## config.mk

```make
export PLATFORM = sky130hd
export DESIGN_NAME = veto_hit_edge_priority_matcher
export DESIGN_NICKNAME = d
export VERILOG_FILES = /design/src/rtl/core/vhep_pkg.sv /design/src/rtl/core/vhep_cfg_regs.sv /design/src/rtl/core/vhep_hit_stage.sv /design/src/rtl/core/vhep_event_acc.sv /design/src/rtl/core/veto_hit_edge_priority_matcher.sv
export SDC_FILE = /design/constraint.sdc
export NUM_CORES = 1
export LEC_CHECK = 0
export BUFFER_PORTS_ARGS = -buffer_cell sky130_fd_sc_hd__buf_4
export CORE_MARGIN = 2
export CORE_UTILIZATION = 45
export DETAILED_ROUTE_END_ITERATION = 6
export SLEW_MARGIN = 20
export SYNTH_ARGS = -nofsm -noshare
export SYNTH_HDL_FRONTEND = slang
export SYNTH_SLANG_ARGS = --single-unit
```

## constraint.sdc

```tcl
create_clock -name clk -period 7.1 [get_ports clk]
set_input_delay 1.42 -clock clk [delete_from_list [all_inputs] [get_ports clk]]
set_output_delay 1.42 -clock clk [all_outputs]
set_load 0.1 [all_outputs]
```

## src/rtl/core/vhep_pkg.sv

```systemverilog
// shared types, constants and the priority table for the veto hit edge priority matcher
package vhep_pkg;

  // event limits
  localparam int MAX_MATCHED = 128;
  localparam int MAX_HITS    = 1024;
  localparam int STATIONS    = 12;

  // field widths
  localparam int STATION_W = 4;
  localparam int CHAN_W    = 17;
  localparam int TIME_W    = 32;
  localparam int EDGE_W    = 4;
  localparam int PRIO_W    = 4;
  localparam int INDEX_W   = 10;
  localparam int MATCH_W   = 8;
  localparam int PAIR_W    = 11;
  localparam int MASK_W    = 12;
  localparam int NOISY_NUM = 5;

  // configuration port
  localparam int CFG_IDX_W  = 3;
  localparam int CFG_DATA_W = 32;

  // register indexes
  localparam logic [CFG_IDX_W-1:0] CFG_REF_TIME     = 3'd0;
  localparam logic [CFG_IDX_W-1:0] CFG_STATION_MASK = 3'd1;
  localparam logic [CFG_IDX_W-1:0] CFG_NOISY_A      = 3'd2;
  localparam logic [CFG_IDX_W-1:0] CFG_NOISY_B      = 3'd3;
  localparam logic [CFG_IDX_W-1:0] CFG_NOISY_C      = 3'd4;
  localparam logic [CFG_IDX_W-1:0] CFG_NOISY_D      = 3'd5;
  localparam logic [CFG_IDX_W-1:0] CFG_NOISY_E      = 3'd6;

  // constants
  localparam logic [PRIO_W-1:0]        PRIO_SELECT = 4'd9;
  localparam logic [CHAN_W-1:0]        EMPTY_SLOT  = 17'h1FFFF;
  localparam logic signed [TIME_W-1:0] DIFF_NONE   = -32'sd25599744;
  localparam logic [TIME_W-1:0]        DIFF_NONE_MAG = 32'd25599744;
  localparam logic [TIME_W-1:0]        DIFF_POS_SAT  = 32'h7FFF_FFFF;
  localparam logic [TIME_W-1:0]        DIFF_NEG_SAT  = 32'h8000_0000;

  localparam logic [MATCH_W-1:0] MATCH_CAP = MATCH_W'(MAX_MATCHED);
  localparam logic [PAIR_W-1:0]  PAIR_CAP  = PAIR_W'(MAX_HITS);
  localparam logic [STATION_W:0] STATION_LAST = (STATION_W+1)'(STATIONS);

  // noisy channel reset values
  localparam logic [CHAN_W-1:0] NOISY_A_RST = 17'd84083;
  localparam logic [CHAN_W-1:0] NOISY_B_RST = 17'd90083;
  localparam logic [CHAN_W-1:0] NOISY_C_RST = 17'd103040;
  localparam logic [CHAN_W-1:0] NOISY_D_RST = 17'd121101;
  localparam logic [CHAN_W-1:0] NOISY_E_RST = 17'd123083;

  // configuration register set
  typedef struct packed {
    logic signed [TIME_W-1:0]            ref_time;
    logic [MASK_W-1:0]                   station_mask;
    logic [NOISY_NUM-1:0][CHAN_W-1:0]    noisy;
  } cfg_t;

  // classified hit held in the input register
  typedef struct packed {
    logic                     kept;
    logic [PRIO_W-1:0]        prio;
    logic                     low_pair;
    logic                     high_pair;
    logic                     select;
    logic signed [TIME_W-1:0] dt;
    logic [TIME_W-1:0]        dt_mag;
    logic                     last;
  } hit_info_t;

  // result word
  typedef struct packed {
    logic [INDEX_W-1:0]       hit_index;
    logic                     hit_kept;
    logic [PRIO_W-1:0]        hit_priority;
    logic                     hit_matched;
    logic                     event_done;
    logic                     event_matched;
    logic [MATCH_W-1:0]       matched_count;
    logic [PAIR_W-1:0]        low_pair_count;
    logic [PAIR_W-1:0]        high_pair_count;
    logic [PRIO_W-1:0]        best_priority;
    logic signed [TIME_W-1:0] best_time_diff;
  } result_t;

  // edge mask to priority
  function automatic logic [PRIO_W-1:0] prio_lookup(input logic [EDGE_W-1:0] edges);
    logic [PRIO_W-1:0] p;
    case (edges)
      4'd0:    p = 4'd0;
      4'd1:    p = 4'd4;
      4'd2:    p = 4'd5;
      4'd3:    p = 4'd10;
      4'd4:    p = 4'd2;
      4'd5:    p = 4'd7;
      4'd6:    p = 4'd11;
      4'd7:    p = 4'd13;
      4'd8:    p = 4'd1;
      4'd9:    p = 4'd12;
      4'd10:   p = 4'd6;
      4'd11:   p = 4'd14;
      4'd12:   p = 4'd3;
      4'd13:   p = 4'd8;
      4'd14:   p = 4'd9;
      default: p = 4'd15;
    endcase
    return p;
  endfunction

endpackage

```

## src/rtl/core/vhep_cfg_regs.sv

```systemverilog
// configuration registers: reference time, station mask and noisy channel slots
module vhep_cfg_regs (
  input  logic                              clk,
  input  logic                              rst_n,
  input  logic                              cfg_we,
  input  logic [vhep_pkg::CFG_IDX_W-1:0]    cfg_index,
  input  logic [vhep_pkg::CFG_DATA_W-1:0]   cfg_wdata,
  output vhep_pkg::cfg_t                    cfg
);

  vhep_pkg::cfg_t cfg_r;

  // register writes
  always_ff @(posedge clk) begin
    if (!rst_n) begin
      cfg_r.ref_time     <= '0;
      cfg_r.station_mask <= '0;
      cfg_r.noisy[0]     <= vhep_pkg::NOISY_A_RST;
      cfg_r.noisy[1]     <= vhep_pkg::NOISY_B_RST;
      cfg_r.noisy[2]     <= vhep_pkg::NOISY_C_RST;
      cfg_r.noisy[3]     <= vhep_pkg::NOISY_D_RST;
      cfg_r.noisy[4]     <= vhep_pkg::NOISY_E_RST;
    end else if (cfg_we) begin
      case (cfg_index)
        vhep_pkg::CFG_REF_TIME: begin
          cfg_r.ref_time <= cfg_wdata[vhep_pkg::TIME_W-1:0];
        end
        vhep_pkg::CFG_STATION_MASK: begin
          cfg_r.station_mask <= cfg_wdata[vhep_pkg::MASK_W-1:0];
        end
        vhep_pkg::CFG_NOISY_A: begin
          cfg_r.noisy[0] <= cfg_wdata[vhep_pkg::CHAN_W-1:0];
        end
        vhep_pkg::CFG_NOISY_B: begin
          cfg_r.noisy[1] <= cfg_wdata[vhep_pkg::CHAN_W-1:0];
        end
        vhep_pkg::CFG_NOISY_C: begin
          cfg_r.noisy[2] <= cfg_wdata[vhep_pkg::CHAN_W-1:0];
        end
        vhep_pkg::CFG_NOISY_D: begin
          cfg_r.noisy[3] <= cfg_wdata[vhep_pkg::CHAN_W-1:0];
        end
        vhep_pkg::CFG_NOISY_E: begin
          cfg_r.noisy[4] <= cfg_wdata[vhep_pkg::CHAN_W-1:0];
        end
        default: begin
          cfg_r <= cfg_r;
        end
      endcase
    end
  end

  assign cfg = cfg_r;

endmodule

```

## src/rtl/core/vhep_hit_stage.sv

```systemverilog
// input register: filters the hit, looks up its priority and forms the saturated time difference
module vhep_hit_stage (
  input  logic                                 clk,
  input  logic                                 rst_n,
  input  vhep_pkg::cfg_t                       cfg,
  input  logic                                 in_valid,
  output logic                                 in_ready,
  input  logic [vhep_pkg::STATION_W-1:0]       in_station,
  input  logic [vhep_pkg::CHAN_W-1:0]          in_channel_id,
  input  logic signed [vhep_pkg::TIME_W-1:0]   in_hit_time,
  input  logic [vhep_pkg::EDGE_W-1:0]          in_edge_mask,
  input  logic                                 in_last_hit,
  output logic                                 s1_valid,
  output vhep_pkg::hit_info_t                  s1_info,
  input  logic                                 s1_take
);

  logic                              valid_r;
  vhep_pkg::hit_info_t               info_r;
  vhep_pkg::hit_info_t               info_nxt;
  logic                              station_ok;
  logic [vhep_pkg::STATION_W-1:0]    mask_idx;
  logic [15:0]                       mask_ext;
  logic                              noisy_hit;
  logic [vhep_pkg::TIME_W:0]         diff_wide;
  logic [vhep_pkg::TIME_W-1:0]       dt_sat;
  logic [vhep_pkg::PRIO_W-1:0]       prio;

  // station range and mask
  assign station_ok = (in_station != '0) &&
                      ({1'b0, in_station} <= vhep_pkg::STATION_LAST);
  assign mask_idx   = in_station - 4'd1;
  assign mask_ext   = 16'(cfg.station_mask);

  // noisy channel compare over the five slots
  always_comb begin
    noisy_hit = 1'b0;
    for (int i = 0; i < vhep_pkg::NOISY_NUM; i++) begin
      if (cfg.noisy[i] != vhep_pkg::EMPTY_SLOT && cfg.noisy[i] == in_channel_id) begin
        noisy_hit = 1'b1;
      end
    end
  end

  // saturated difference to the reference time
  assign diff_wide = {in_hit_time[vhep_pkg::TIME_W-1], in_hit_time} -
                     {cfg.ref_time[vhep_pkg::TIME_W-1], cfg.ref_time};

  always_comb begin
    if (diff_wide[vhep_pkg::TIME_W] != diff_wide[vhep_pkg::TIME_W-1]) begin
      dt_sat = diff_wide[vhep_pkg::TIME_W] ? vhep_pkg::DIFF_NEG_SAT : vhep_pkg::DIFF_POS_SAT;
    end else begin
      dt_sat = diff_wide[vhep_pkg::TIME_W-1:0];
    end
  end

  assign prio = vhep_pkg::prio_lookup(in_edge_mask);

  // classified word
  always_comb begin
    info_nxt.kept      = station_ok && !mask_ext[mask_idx] && !noisy_hit;
    info_nxt.prio      = prio;
    info_nxt.low_pair  = in_edge_mask[0] && in_edge_mask[3];
    info_nxt.high_pair = in_edge_mask[1] && in_edge_mask[2];
    info_nxt.select    = prio >= vhep_pkg::PRIO_SELECT;
    info_nxt.dt        = dt_sat;
    info_nxt.dt_mag    = dt_sat[vhep_pkg::TIME_W-1] ? (~dt_sat + 32'd1) : dt_sat;
    info_nxt.last      = in_last_hit;
  end

  assign in_ready = !valid_r || s1_take;

  // input register
  always_ff @(posedge clk) begin
    if (!rst_n) begin
      valid_r <= 1'b0;
    end else if (in_ready) begin
      valid_r <= in_valid;
    end
  end

  always_ff @(posedge clk) begin
    if (in_valid && in_ready) begin
      info_r <= info_nxt;
    end
  end

  assign s1_valid = valid_r;
  assign s1_info  = info_r;

endmodule

```

## src/rtl/core/vhep_event_acc.sv

```systemverilog
// event totals and result register
module vhep_event_acc (
  input  logic                   clk,
  input  logic                   rst_n,
  input  logic                   s1_valid,
  input  vhep_pkg::hit_info_t    s1_info,
  output logic                   s1_take,
  output logic                   out_valid,
  input  logic                   out_ready,
  output vhep_pkg::result_t      res
);

  logic [vhep_pkg::INDEX_W-1:0]       hit_cnt_r;
  logic [vhep_pkg::MATCH_W-1:0]       matched_total_r;
  logic [vhep_pkg::PAIR_W-1:0]        low_pairs_r;
  logic [vhep_pkg::PAIR_W-1:0]        high_pairs_r;
  logic [vhep_pkg::PRIO_W-1:0]        top_prio_r;
  logic signed [vhep_pkg::TIME_W-1:0] closest_r;
  logic [vhep_pkg::TIME_W-1:0]        closest_mag_r;

  logic [vhep_pkg::MATCH_W-1:0]       matched_total_nxt;
  logic [vhep_pkg::PAIR_W-1:0]        low_pairs_nxt;
  logic [vhep_pkg::PAIR_W-1:0]        high_pairs_nxt;
  logic [vhep_pkg::PRIO_W-1:0]        top_prio_nxt;
  logic signed [vhep_pkg::TIME_W-1:0] closest_nxt;
  logic [vhep_pkg::TIME_W-1:0]        closest_mag_nxt;
  logic                               matched;

  logic                               out_valid_r;
  vhep_pkg::result_t                  res_r;
  vhep_pkg::result_t                  res_nxt;

  assign s1_take = s1_valid && (!out_valid_r || out_ready);

  // running totals with this hit folded in
  always_comb begin
    matched_total_nxt = matched_total_r;
    low_pairs_nxt     = low_pairs_r;
    high_pairs_nxt    = high_pairs_r;
    top_prio_nxt      = top_prio_r;
    closest_nxt       = closest_r;
    closest_mag_nxt   = closest_mag_r;
    matched           = 1'b0;
    if (s1_info.kept) begin
      if (s1_info.low_pair && low_pairs_r < vhep_pkg::PAIR_CAP) begin
        low_pairs_nxt = low_pairs_r + 11'd1;
      end
      if (s1_info.high_pair && high_pairs_r < vhep_pkg::PAIR_CAP) begin
        high_pairs_nxt = high_pairs_r + 11'd1;
      end
      if (s1_info.prio > top_prio_r) begin
        top_prio_nxt = s1_info.prio;
      end
      if (s1_info.select) begin
        // ties keep the earlier difference
        if (s1_info.dt_mag < closest_mag_r) begin
          closest_nxt     = s1_info.dt;
          closest_mag_nxt = s1_info.dt_mag;
        end
        if (matched_total_r < vhep_pkg::MATCH_CAP) begin
          matched_total_nxt = matched_total_r + 8'd1;
          matched           = 1'b1;
        end
      end
    end
  end

  // result word; totals only on the last hit
  always_comb begin
    res_nxt                 = '0;
    res_nxt.hit_index       = hit_cnt_r;
    res_nxt.hit_kept        = s1_info.kept;
    res_nxt.hit_priority    = s1_info.prio;
    res_nxt.hit_matched     = matched;
    res_nxt.event_done      = s1_info.last;
    if (s1_info.last) begin
      res_nxt.event_matched   = top_prio_nxt >= vhep_pkg::PRIO_SELECT;
      res_nxt.matched_count   = matched_total_nxt;
      res_nxt.low_pair_count  = low_pairs_nxt;
      res_nxt.high_pair_count = high_pairs_nxt;
      res_nxt.best_priority   = top_prio_nxt;
      res_nxt.best_time_diff  = closest_nxt;
    end
  end

  // event state, cleared after the last hit
  always_ff @(posedge clk) begin
    if (!rst_n) begin
      hit_cnt_r       <= '0;
      matched_total_r <= '0;
      low_pairs_r     <= '0;
      high_pairs_r    <= '0;
      top_prio_r      <= '0;
      closest_r       <= vhep_pkg::DIFF_NONE;
      closest_mag_r   <= vhep_pkg::DIFF_NONE_MAG;
    end else if (s1_take) begin
      if (s1_info.last) begin
        hit_cnt_r       <= '0;
        matched_total_r <= '0;
        low_pairs_r     <= '0;
        high_pairs_r    <= '0;
        top_prio_r      <= '0;
        closest_r       <= vhep_pkg::DIFF_NONE;
        closest_mag_r   <= vhep_pkg::DIFF_NONE_MAG;
      end else begin
        hit_cnt_r       <= hit_cnt_r + 10'd1;
        matched_total_r <= matched_total_nxt;
        low_pairs_r     <= low_pairs_nxt;
        high_pairs_r    <= high_pairs_nxt;
        top_prio_r      <= top_prio_nxt;
        closest_r       <= closest_nxt;
        closest_mag_r   <= closest_mag_nxt;
      end
    end
  end

  // result register
  always_ff @(posedge clk) begin
    if (!rst_n) begin
      out_valid_r <= 1'b0;
    end else if (s1_take) begin
      out_valid_r <= 1'b1;
    end else if (out_ready) begin
      out_valid_r <= 1'b0;
    end
  end

  always_ff @(posedge clk) begin
    if (s1_take) begin
      res_r <= res_nxt;
    end
  end

  assign out_valid = out_valid_r;
  assign res       = res_r;

`ifndef SYNTHESIS
  // match count never passes the cap
  assert property (@(posedge clk) disable iff (!rst_n)
    1'b1 |-> matched_total_r <= vhep_pkg::MATCH_CAP)
    else $error("match count above cap");

  // last hit returns the event state to its cleared value
  assert property (@(posedge clk) disable iff (!rst_n)
    s1_take && s1_info.last |=> hit_cnt_r == '0 && matched_total_r == '0 &&
      closest_r == vhep_pkg::DIFF_NONE)
    else $error("event state not cleared after last hit");

  // totals read zero before the last hit
  assert property (@(posedge clk) disable iff (!rst_n)
    out_valid_r && !res_r.event_done |-> res_r.matched_count == '0 &&
      res_r.best_priority == '0 && res_r.best_time_diff == '0)
    else $error("totals shown before last hit");

  // a matched hit is kept and of selecting priority
  assert property (@(posedge clk) disable iff (!rst_n)
    out_valid_r && res_r.hit_matched |-> res_r.hit_kept &&
      res_r.hit_priority >= vhep_pkg::PRIO_SELECT)
    else $error("matched hit not kept or low priority");
`endif

endmodule

```

## src/rtl/core/veto_hit_edge_priority_matcher.sv

```systemverilog
// top level of the veto hit edge priority matcher
//
//   channel  | handshake            | contents
//   ---------+----------------------+-----------------------------------------
//   in_      | in_valid / in_ready  | station, channel id, time, edges, last
//   out_     | out_valid / out_ready| hit index, flags, event totals
//   cfg_     | cfg_we               | register index and write data
//
// one word per cycle sustained while the output is not stalled; a word passes
// the input register with filter, lookup and difference, then the event
// totals and result register.
// reset is synchronous, active low; it clears the event state and loads the
// register defaults. a stalled output holds the result and the input register,
// while one more word can still wait in the input register.
module veto_hit_edge_priority_matcher (
  input  logic                                 clk,
  input  logic                                 rst_n,
  // configuration
  input  logic                                 cfg_we,
  input  logic [vhep_pkg::CFG_IDX_W-1:0]       cfg_index,
  input  logic [vhep_pkg::CFG_DATA_W-1:0]      cfg_wdata,
  // hit input
  input  logic                                 in_valid,
  output logic                                 in_ready,
  input  logic [vhep_pkg::STATION_W-1:0]       in_station,
  input  logic [vhep_pkg::CHAN_W-1:0]          in_channel_id,
  input  logic signed [vhep_pkg::TIME_W-1:0]   in_hit_time,
  input  logic [vhep_pkg::EDGE_W-1:0]          in_edge_mask,
  input  logic                                 in_last_hit,
  // result output
  output logic                                 out_valid,
  input  logic                                 out_ready,
  output logic [vhep_pkg::INDEX_W-1:0]         out_hit_index,
  output logic                                 out_hit_kept,
  output logic [vhep_pkg::PRIO_W-1:0]          out_hit_priority,
  output logic                                 out_hit_matched,
  output logic                                 out_event_done,
  output logic                                 out_event_matched,
  output logic [vhep_pkg::MATCH_W-1:0]         out_matched_count,
  output logic [vhep_pkg::PAIR_W-1:0]          out_low_pair_count,
  output logic [vhep_pkg::PAIR_W-1:0]          out_high_pair_count,
  output logic [vhep_pkg::PRIO_W-1:0]          out_best_priority,
  output logic signed [vhep_pkg::TIME_W-1:0]   out_best_time_diff
);

  vhep_pkg::cfg_t      cfg;
  vhep_pkg::hit_info_t s1_info;
  vhep_pkg::result_t   res;
  logic                s1_valid;
  logic                s1_take;

  // configuration registers
  vhep_cfg_regs u_cfg (
    .clk       (clk),
    .rst_n     (rst_n),
    .cfg_we    (cfg_we),
    .cfg_index (cfg_index),
    .cfg_wdata (cfg_wdata),
    .cfg       (cfg)
  );

  // input register with hit classification
  vhep_hit_stage u_hit (
    .clk           (clk),
    .rst_n         (rst_n),
    .cfg           (cfg),
    .in_valid      (in_valid),
    .in_ready      (in_ready),
    .in_station    (in_station),
    .in_channel_id (in_channel_id),
    .in_hit_time   (in_hit_time),
    .in_edge_mask  (in_edge_mask),
    .in_last_hit   (in_last_hit),
    .s1_valid      (s1_valid),
    .s1_info       (s1_info),
    .s1_take       (s1_take)
  );

  // event totals and result register
  vhep_event_acc u_acc (
    .clk       (clk),
    .rst_n     (rst_n),
    .s1_valid  (s1_valid),
    .s1_info   (s1_info),
    .s1_take   (s1_take),
    .out_valid (out_valid),
    .out_ready (out_ready),
    .res       (res)
  );

  // result word to ports
  assign out_hit_index       = res.hit_index;
  assign out_hit_kept        = res.hit_kept;
  assign out_hit_priority    = res.hit_priority;
  assign out_hit_matched     = res.hit_matched;
  assign out_event_done      = res.event_done;
  assign out_event_matched   = res.event_matched;
  assign out_matched_count   = res.matched_count;
  assign out_low_pair_count  = res.low_pair_count;
  assign out_high_pair_count = res.high_pair_count;
  assign out_best_priority   = res.best_priority;
  assign out_best_time_diff  = res.best_time_diff;

endmodule

```

==> Implementation_results.wiki <==
{| class="wikitable"
! Metric !! Value
|-
| Status || complete, no violations
|-
| Starting DRT DRC Count || 1319
|-
| Unrepaired setup endpoints after global routing || false
|-
| Gp weighted congestion || 0.941
|-
| Post-synth cell types || 75
|-
| Final Max Slew Viols || 0
|-
| Reg-to-reg critical path startpoint || u_cfg.cfg[101]
|-
| DRC violations left || 0
|-
| Buffers from clock root to sink, at most || 3
|-
| Final sum of negative setup slack || 0 ps
|-
| Overflow after GRT || 0
|-
| Dominant combinational cell family by area after synthesis || simple AND/OR/NAND/NOR gates
|-
| Final setup violation count || 0
|-
| Hold path startpoint || u_cfg.cfg[91]
|-
| Worst hold-check path type || flop to flop
|-
| Type of destination of the critical path || flop
|-
| Relative slew slack || between 30% and 40%
|-
| Parity-gate share of the synthesized area counting xor and xnor cells || 7.28%
|-
| TritonCTS clock tree || built
|-
| WP data arrival || 6680 ps
|-
| Vias after detailed routing || 16000
|-
| Commonest cells post-synth || sky130_fd_sc_hd__nand2_1 (384), sky130_fd_sc_hd__dfxtp_1 (239), sky130_fd_sc_hd__edfxtp_1 (156), sky130_fd_sc_hd__o21ai_0 (124), sky130_fd_sc_hd__xnor2_1 (120)
|-
| Leakage power || 8.92 nW
|-
| Antenna Diode Count || 0
|-
| Final instance area || roughly 23000 um^2
|-
| Die extent in y || 215 um
|-
| Final period demand of the worst path || 6370 ps
|-
| Final Routed Wirelength || between 50 and 60 mm
|-
| Count of state elements after synthesis || 395
|-
| Quantity of gates resized following cts || 0
|-
| Fraction of the yosys area taken by sequential cells || 47.2%
|-
| Total clock buffers created by CTS || 44
|-
| Buffers inserted by post-CTS timing repair || 0
|-
| Transition time at the pin with the least slew margin || around 1000 ps
|-
| Synthesized Nets || 2360
|-
| Final Hold Vio Count || 0
|-
| Number of flops mapped to enable cells by yosys || between 150 and 200
|-
| Hpwl dp || 38.1 mm
|-
| Data required time of the critical path || between 7000 and 8000 ps
|-
| Clk root buf || sky130_fd_sc_hd__clkbuf_16
|-
| Fraction of the mapped netlist area in compound gates || about 15%
|-
| Largest area contributor in the synthesized netlist || sky130_fd_sc_hd__dfxtp_1
|-
| First-pass GRT wire length || 85.1 mm
|-
| Critical path type || input pin to flop
|-
| Reported max-cap violation count || 0
|-
| Total power per unit cell area || 273 nW/um^2
|-
| Post-detailed-placement cell area || between 20000 and 25000 um^2
|-
| Yosys Warn Count || 0
|-
| Number of search-and-repair iterations in the first detailed-routing pass || 5
|-
| Reg2reg setup slack || 1320 ps
|-
| Rows || 77
|-
| Die outline width || 215 um
|-
| Worst-case vdd ir drop || 168 uV
|-
| Area share of the largest cell type after synthesis || 23.8%
|-
| Number of clock sinks seen by CTS || 395
|-
| CP Max Fanout || 27
|-
| H-Tree Level Count || 2
|-
| Flip-flop cell with the highest count after synthesis || sky130_fd_sc_hd__dfxtp_1
|-
| Worst Reg2Reg Path Length in Cells || 23
|-
| Source of the critical timing path || in_hit_time[4]
|-
| Filler cell count || 4146
|-
| Number of input and output port buffers inserted || 183
|-
| Number of hold buffers added after cts || 0
|-
| Cell area after synthesis || 20100 um^2
|-
| Setup Skew || about 9.0 ps
|-
| Post-DR wirelength/cell || 18.5 um
|-
| Basic-gate share of the synthesized area counting and, or, nand and nor cells || 19.8%
|-
| Area of all sequential standard cells || 9470 um^2
|-
| Synth Area in Adders || 4.96%
|-
| Most common cell in the synthesized netlist || sky130_fd_sc_hd__nand2_1
|-
| Avg Vias per Cell || 5.45
|-
| Net count of the finished layout || roughly 2500
|-
| Gate count of the mapped netlist || 2183
|-
| Clock transition at path regs || approximately 60 ps
|-
| Layout Area Growth over Synthesis || 16.8%
|-
| Placeable core region || 44100 um^2
|-
| Antenna-violating nets left || 0
|-
| Antenna violations before repair || 0
|-
| End of the worst register-to-register path || u_hit.s1_info[29]
|-
| Number of ports placed on the die boundary || roughly 180
|-
| Initial core utilization || about 45%
|-
| FMAX || 157 MHz
|-
| Post-layout total power || 6.39 mW
|-
| Mean instance size in the synthesized netlist || around 9.2 um^2
|-
| Clock insertion delay at the later pin of the skew report || 580 ps
|-
| Critical path endpoint || u_hit.s1_info[29]
|-
| Top area cells in the synthesized netlist || sky130_fd_sc_hd__dfxtp_1 (24%), sky130_fd_sc_hd__edfxtp_1 (23%), sky130_fd_sc_hd__nand2_1 (7.2%), sky130_fd_sc_hd__xnor2_1 (5.2%), sky130_fd_sc_hd__ha_1 (4.9%)
|-
| Area used by multi-input combinational logic || 9810 um^2
|-
| Crit share post-route || between 80% and 90%
|-
| Die area || 46300 um^2
|-
| Post-synthesis mux area share || 1.22%
|-
| Proportion of register bits with asynchronous set or reset after synthesis || 0%
|-
| Pin count of the biggest net entering global routing || 107
|-
| Overall routing resource usage || 23.2%
|-
| Number of global-route vias before repair || 15300
|-
| Launching element type of the critical path || input pin
|-
| Fraction of final layout cells sized beyond drive strength 1 || 13.3%
|}
## state kept, by name (all words and copies together), names as in the netlist
register and flops:
u_acc.res 84, u_cfg.cfg 129, u_acc.hit_cnt_r 10, u_acc.out_valid 1
u_acc.low_pairs_r 11, u_acc.top_prio_r 4, u_hit.s1_valid 1, u_acc.matched_total_r 8
u_acc.closest_mag_r 32, u_acc.high_pairs_r 11, u_acc.closest_r 32, u_hit.s1_info 72
## report_power, final
part / leakage (nW) / switching (mW) / internal, mW
clock network: 0.774 / 0.957 / 1.47
logic: 4.73 / 0.871 / 0.428
registers: 3.41 / 0.0955 / 2.57
total: 8.92 / 1.92 / 4.47
## logic make-up after synthesis
group,count (synthesis)
buf+inv,218
fa+ha+maj,79
xor+xnor,166
flops,395
simple gates,843
compound gates,461
mux,21
## per-stage QoR
stage / hold slack (ps) / util (%) / setup WS (ps) / std cells
3_3_place_gp: 445 / 49.6 / 355 / 2850
5_1_grt: 483 / 53.1 / 310 / 2932
6_report: 456 / 53.1 / 730 / 2932
3_5_place_dp: 437 / 49.6 / 181 / 2850
4_1_cts: 453 / 53.1 / 810 / 2932
2_1_floorplan: 429 / - / 780 / 2183
## critical path, cell delays in order
cell and delay (ps):
sky130_fd_sc_hd__buf_4 120, sky130_fd_sc_hd__ha_1 380, sky130_fd_sc_hd__o211ai_1 120, sky130_fd_sc_hd__a21oi_1 340
sky130_fd_sc_hd__o211ai_1 180, sky130_fd_sc_hd__a31oi_1 340, sky130_fd_sc_hd__o2111ai_1 220, sky130_fd_sc_hd__a211oi_1 340
sky130_fd_sc_hd__o21a_1 180, sky130_fd_sc_hd__o21ai_0 70, sky130_fd_sc_hd__nor2b_1 140, sky130_fd_sc_hd__xnor2_1 150
sky130_fd_sc_hd__ha_1 330, sky130_fd_sc_hd__buf_4 270, sky130_fd_sc_hd__and2_1 210, sky130_fd_sc_hd__mux2i_1 120
sky130_fd_sc_hd__o21ai_0 150, sky130_fd_sc_hd__ha_1 240, sky130_fd_sc_hd__nand4b_1 210, sky130_fd_sc_hd__a2111oi_4 370
sky130_fd_sc_hd__nand3_2 200, sky130_fd_sc_hd__o41a_1 420, sky130_fd_sc_hd__xor2_1 140
## how the worst min path moves through the flow
stage / depth (start not counted) / endpoint / slack, ps
finish: 2 / u_cfg.cfg[91] / 460
global route: 0 / u_acc.res[83] / 480
CTS: 0 / u_acc.res[83] / 450
detailed placement: 0 / u_acc.res[83] / 440
global placement: 0 / u_acc.res[83] / 440
floorplan: 0 / u_acc.res[83] / 430
## metal layers
| metal | vias to the layer above | GRT usage (%) | wire [um] |
|---|---|---|---|
| li1 | 7883 | - | - |
| met1 | 7566 | 33.1 | 25900 |
| met2 | 443 | 35.9 | 23800 |
| met3 | 90 | 3.38 | 2990 |
| met4 | 0 | 8.23 | 1670 |
| met5 | - | 0 | 0 |
## layout by cell type (no fill, tap or decap), drive strengths merged, types with 15 or more instances in the layout
cell type    n
edfxtp     156
o21ai      125
nand3      100
clkbuf      62
xor2        45
nor3        28
nand2      384
a22oi       15
a21boi      94
inv         90
ha          78
a21oi       82
nand4       63
a21o        25
nor2        91
nor2b       53
a22o        39
nor3b       18
and2        38
dfxtp      239
clkinv      15
xnor2      121
buf        203
## final cells by class
cell class / instances / area share, %
multi-input cells: 1570 / 41.8
flip-flops and latches: 395 / 40.4
repair buffers: 203 / 6.50
clock buffers: 62 / 5.54
well taps: 592 / 3.16
inverters: 90 / 1.45
clock inverters: 20 / 1.12
(Power assumes the default switching activity.)
